==> config.mk <==
export PLATFORM = sky130hd
export DESIGN_NAME = sbpm_ctrl
export DESIGN_NICKNAME = d
export VERILOG_FILES = /design/src/hw/rtl/sbpm_pkg.sv /design/src/hw/rtl/sbpm_ctrl.sv
export SDC_FILE = /design/constraint.sdc
export NUM_CORES = 1
export LEC_CHECK = 0
export BUFFER_PORTS_ARGS = -buffer_cell sky130_fd_sc_hd__buf_2
export CORE_UTILIZATION = 30
export CTS_CLUSTER_SIZE = 10
export DETAILED_ROUTE_END_ITERATION = 10
export REMOVE_ABC_BUFFERS = 1
export SLEW_MARGIN = 20
export SYNTH_ARGS = -nofsm -noshare
export SYNTH_HDL_FRONTEND = slang
export SYNTH_SLANG_ARGS = --single-unit
==> constraint.sdc <==
create_clock -name clk_i -period 1.2 [get_ports clk_i]
set_input_delay 0.24 -clock clk_i [delete_from_list [all_inputs] [get_ports clk_i]]
set_output_delay 0.24 -clock clk_i [all_outputs]
set_load 0.05 [all_outputs]
==> src/hw/rtl/sbpm_pkg.sv <==
// Shared constants, codes and controller/datapath interface types for the sparse poly multiplier.
`default_nettype none
package sbpm_pkg;

  localparam int FIRST_DEPTH  = 8;
  localparam int SECOND_DEPTH = 8;
  localparam int EXP_BITS     = 8;
  localparam int PROD_DEPTH   = 64;

  localparam int ACNT_W = $clog2(FIRST_DEPTH + 1);
  localparam int BCNT_W = $clog2(SECOND_DEPTH + 1);
  localparam int AIDX_W = (FIRST_DEPTH > 1) ? $clog2(FIRST_DEPTH) : 1;
  localparam int BIDX_W = (SECOND_DEPTH > 1) ? $clog2(SECOND_DEPTH) : 1;
  localparam int PCNT_W = $clog2(PROD_DEPTH + 1);
  localparam int PIDX_W = $clog2(PROD_DEPTH);

  localparam int OP_W       = 2;
  localparam int COEF_W     = 16;
  localparam int EXP_IN_W   = 8;
  localparam int STATUS_W   = 3;
  localparam int PCOEF_W    = 40;
  localparam int EXP_OUT_W  = 9;
  localparam int PEXP_W     = EXP_BITS + 1;

  localparam logic [OP_W-1:0] OP_LOAD_A = 2'd0;
  localparam logic [OP_W-1:0] OP_LOAD_B = 2'd1;
  localparam logic [OP_W-1:0] OP_MUL    = 2'd2;
  localparam logic [OP_W-1:0] OP_CLEAR  = 2'd3;

  localparam logic [STATUS_W-1:0] ST_NEW     = 3'd0;
  localparam logic [STATUS_W-1:0] ST_MERGED  = 3'd1;
  localparam logic [STATUS_W-1:0] ST_REMOVED = 3'd2;
  localparam logic [STATUS_W-1:0] ST_FULL    = 3'd3;
  localparam logic [STATUS_W-1:0] ST_PROD    = 3'd4;
  localparam logic [STATUS_W-1:0] ST_EMPTY   = 3'd5;

  typedef struct packed {
    logic signed [PCOEF_W-1:0] coef;
    logic [PEXP_W-1:0]         ex;
    logic [PEXP_W-1:0]         ey;
  } prod_entry_t;

  typedef struct packed {
    logic capture;
    logic do_load;
    logic do_clear;
    logic mul_init;
    logic form_prod;
    logic srch_rd;
    logic k_inc;
    logic upd;
    logic append;
    logic shift_rd;
    logic shift_wr;
    logic dec_pc;
    logic pair_next;
    logic emit_init;
    logic emit_rd;
    logic emit_out;
    logic emit_empty;
  } sbpm_cmd_t;

  typedef struct packed {
    logic pairs_done;
    logic k_at_end;
    logic match;
    logic sum_zero;
    logic shift_done;
    logic pc_zero;
    logic out_free;
  } sbpm_stat_t;

endpackage
`default_nettype wire

==> src/hw/rtl/sbpm_ctrl.sv <==
// Controller state machine: sequences loads, the pairwise product merge and the emit pass.
`default_nettype none
module sbpm_ctrl
  import sbpm_pkg::*;
(
  input  wire logic            clk_i,
  input  wire logic            rst_ni,
  input  wire logic            in_valid_i,
  output logic                 in_ready_o,
  input  wire logic [OP_W-1:0] op_i,
  input  wire sbpm_stat_t      stat_i,
  output sbpm_cmd_t            cmd_o
);

  typedef enum logic [2:0] {
    S_IDLE,
    S_LOAD,
    S_PAIR,
    S_SRD,
    S_SCMP,
    S_SHRD,
    S_SHWR,
    S_EMIT
  } state_e;

  state_e state_q, state_d;
  logic   eout_q, eout_d;
  logic   accept;

  assign in_ready_o = (state_q == S_IDLE);
  assign accept     = in_valid_i && in_ready_o;

  always_comb begin
    state_d = state_q;
    eout_d  = eout_q;
    cmd_o   = '0;
    unique case (state_q)
      S_IDLE: begin
        if (accept) begin
          cmd_o.capture = 1'b1;
          unique case (op_i)
            OP_LOAD_A, OP_LOAD_B: state_d = S_LOAD;
            OP_MUL: begin
              cmd_o.mul_init = 1'b1;
              state_d = S_PAIR;
            end
            OP_CLEAR: cmd_o.do_clear = 1'b1;
            default: state_d = S_IDLE;
          endcase
        end
      end
      S_LOAD: begin
        if (stat_i.out_free) begin
          cmd_o.do_load = 1'b1;
          state_d = S_IDLE;
        end
      end
      S_PAIR: begin
        if (stat_i.pairs_done) begin
          cmd_o.emit_init = 1'b1;
          eout_d  = 1'b0;
          state_d = S_EMIT;
        end else begin
          cmd_o.form_prod = 1'b1;
          state_d = S_SRD;
        end
      end
      S_SRD: begin
        if (stat_i.k_at_end) begin
          cmd_o.append    = 1'b1;
          cmd_o.pair_next = 1'b1;
          state_d = S_PAIR;
        end else begin
          cmd_o.srch_rd = 1'b1;
          state_d = S_SCMP;
        end
      end
      S_SCMP: begin
        if (!stat_i.match) begin
          cmd_o.k_inc = 1'b1;
          state_d = S_SRD;
        end else if (!stat_i.sum_zero) begin
          cmd_o.upd       = 1'b1;
          cmd_o.pair_next = 1'b1;
          state_d = S_PAIR;
        end else begin
          state_d = S_SHRD;
        end
      end
      S_SHRD: begin
        if (stat_i.shift_done) begin
          cmd_o.dec_pc    = 1'b1;
          cmd_o.pair_next = 1'b1;
          state_d = S_PAIR;
        end else begin
          cmd_o.shift_rd = 1'b1;
          state_d = S_SHWR;
        end
      end
      S_SHWR: begin
        cmd_o.shift_wr = 1'b1;
        state_d = S_SHRD;
      end
      S_EMIT: begin
        if (stat_i.pc_zero) begin
          if (stat_i.out_free) begin
            cmd_o.emit_empty = 1'b1;
            state_d = S_IDLE;
          end
        end else if (!eout_q) begin
          if (stat_i.k_at_end) begin
            state_d = S_IDLE;
          end else begin
            cmd_o.emit_rd = 1'b1;
            eout_d = 1'b1;
          end
        end else if (stat_i.out_free) begin
          // hold the read word until the output register frees up
          cmd_o.emit_out = 1'b1;
          eout_d = 1'b0;
        end
      end
      default: state_d = S_IDLE;
    endcase
  end

  always_ff @(posedge clk_i or negedge rst_ni) begin
    if (!rst_ni) begin
      state_q <= S_IDLE;
      eout_q  <= 1'b0;
    end else begin
      state_q <= state_d;
      eout_q  <= eout_d;
    end
  end

endmodule
`default_nettype wire

==> run metrics <==
Final Cell Area 1210 sq um; Place WS -418 ps; yosys warns 0; r2r setup slk -330 ps; H-tree depth 1; largest net degree at the start of global routing 10; Fin. Hold Viols 0; Worst Max-Slew Pin Slew 250 ps; main combinational cell family by area after synthesis simple AND/OR/NAND/NOR gates; # fillers 57; Max clock buf depth 2; adder-cell share of the synthesized area 0%; PD cells 2160 nW/um^2; LEAKAGE 0.559 nW; WP buf/inv 2; Netlist cell types 34; Die ar. 1630 sq um; post-synthesis xor/xnor area fraction 0%; Multi-input gate area 509 sq um; EDFF count, synth 0; Core Area 1330 sq um; Initial Util between 30% and 40%; clock sinks 4; RePlAce Congestion 0.791; Worst Setup Start Kind flop; global-route wire length before repair 2860 um; Die W 40.4 um; clock tree from TritonCTS built; drt via density 5.64; slack of the critical path -524 ps; worst min-delay path class input port to asynchronous set/reset pin; Rows 13; Max Cap Violations 0; Vias just over 700; synthesized area about 440 sq um; CP Capture Type output port; Final min period roughly 1700 ps; Synth Area in Simple Gates 46.3%; DRT iter0 DRCs 14; Remaining Overflow, GRT 0; layout cells sized above 1 82.5%; drt wl/cell 18.0 um; DRC violations left 0; nets 128; max_slew headroom 83.2%; RSZ-0062 raised after global routing yes; failing checks setup timing; Area Overhead vs Synth 173%; Placed Cells 115; detailed placement HPWL 1080 um; input/output buffers 29; Worst VDD drop 1.51 mV; DP Area 714 sq um; antenna violations before repair 0; Post-DRT Antenna Nets 0; Root Buffer clkbuf_4; FF+latch count, synth 4; Num CTS Buffers 3; total global-route track usage 26.2%; vias in the first global route 669; Post-synth ARST share 100%; post-synthesis sequential area ratio about 23%; Avg Inst Size Synth 7.91 sq um; Mapped Cells 56; critical path data arrival time ~1500 ps; crit-path max FO 5; top post-synthesis cells by area dfrtp_1, nor3_1, and3_1, buf_6, nor4b_2; setup violators final 22; Final Max Tran Viols 0; Detailed Routing Iterations Pass 1 4; status finished with violations; worst hold slack around 340 ps; diode count 0; WS Path Type flop to output port; Yosys top cell area share 22.6%; Top FF cell, synth dfrtp_1; Finished Layout Cells 129; mux contribution to synthesized area 0%; crit-path max cell delay 440 ps; Fmax 580 MHz; Reg area 103 sq um; worst-path cell chain buf_6 -> nand2b_4 -> nor4b_4 -> o21bai_1 -> buf_4; IO Pins 30; fin crit share 144%; post-synthesis compound-gate area fraction 21.5%; Worst-path clk slew approximately 40 ps; area leader, netlist dfrtp_1; Die Y 40.4 um; CP required 960 ps; clock skew around 6.5 ps; gate family responsible for the most delay along the worst path flip-flops; final core occ 90.8%; clk_lat worst skew roughly 230 ps; CP max stage cell dfrtp_2; Total Wirelength 2320 um
power by group:
group	switching, W	internal, W
combinational	0.00115	0.000984
sequential	0.000113	0.000201
clock	0.0000545	0.000112
total	0.00131	0.00130
Yosys cell counts, types with 2 or more instances:
cell type and number:
buf_6 2, nor2_1 2, nor3_1 7, nand3_1 2, nand2b_1 2, nor2b_1 2, a21oi_1 2, and3_1 4
inv_1 3, dfrtp_1 4, nand2_1 3
worst reg2reg max path, stage by stage, from the launching register on:
cell     delay, ps
dfrtp_2        450
buf_4          170
nand3_4         90
buf_6          110
nor3b_2         50
or4_1          520
final timing paths:
kind	depth (start not counted)	end	start
min in group clk_i	3	state_q[0]	in_valid_i
min	2	eout_q	rst_ni
max in group asynchronous	2	state_q[0]	rst_ni
min reg2reg	1	eout_q	eout_q
max	5	cmd_o[4]	state_q[2]
max reg2reg	5	state_q[1]	state_q[0]
registers in the layout, indices dropped and copies added (netlist names):
name and cells:
state_q 3, eout_q 1
through the flow:
stage / total power [W] / TNS, ps
floorplan: 0.00102 / -16720
global placement: 0.00144 / -5410
detailed placement: 0.00145 / -5800
CTS: 0.00216 / -7110
global route: 0.00272 / -9210
finish: 0.00261 / -8210
per-layer routing:
metal	vias to the layer above	track usage (%)	share of wire, %
li1	330	-	-
met1	359	29.5	37
met2	36	51.6	58
met3	2	0.556	3.5
met4	0	8.33	0.91
met5	-	0	0
what timing repair did:
action | in CTS | in global routing
hold buffers | 1 | 0
endpoints found under the setup margin | 22 | 22
pin swaps | 9 | 12
buffers inserted | 6 | 7
endpoints found under the hold margin | 4 | 0
resized for setup | 67 | 35
placed cells by master (no fill, tap or decap), drive strengths merged, types with 2 or more instances in the layout:
cell type / count
and3: 4
nor4b: 2
nor3b: 2
a21oi: 2
buf: 57
nand3: 2
clkbuf: 3
nand2: 3
nand2b: 2
dfrtp: 4
nor2b: 2
nor2: 2
nor3: 7
inv: 4
final cells by class:
type	count	share of cell area (%)
timing repair buffer	58	44.2
multi-input combinational	45	42.0
sequential	4	8.47
clock buffer	3	1.86
inverter	4	1.86
tap	15	1.55
cell families after synthesis:
logic type / Yosys count
DFF: 4
and+or+nand+nor: 32
buffers and inverters: 7
AOI/OAI and AO/OA: 13
Note: power is estimated with default switching activity, not from simulation.
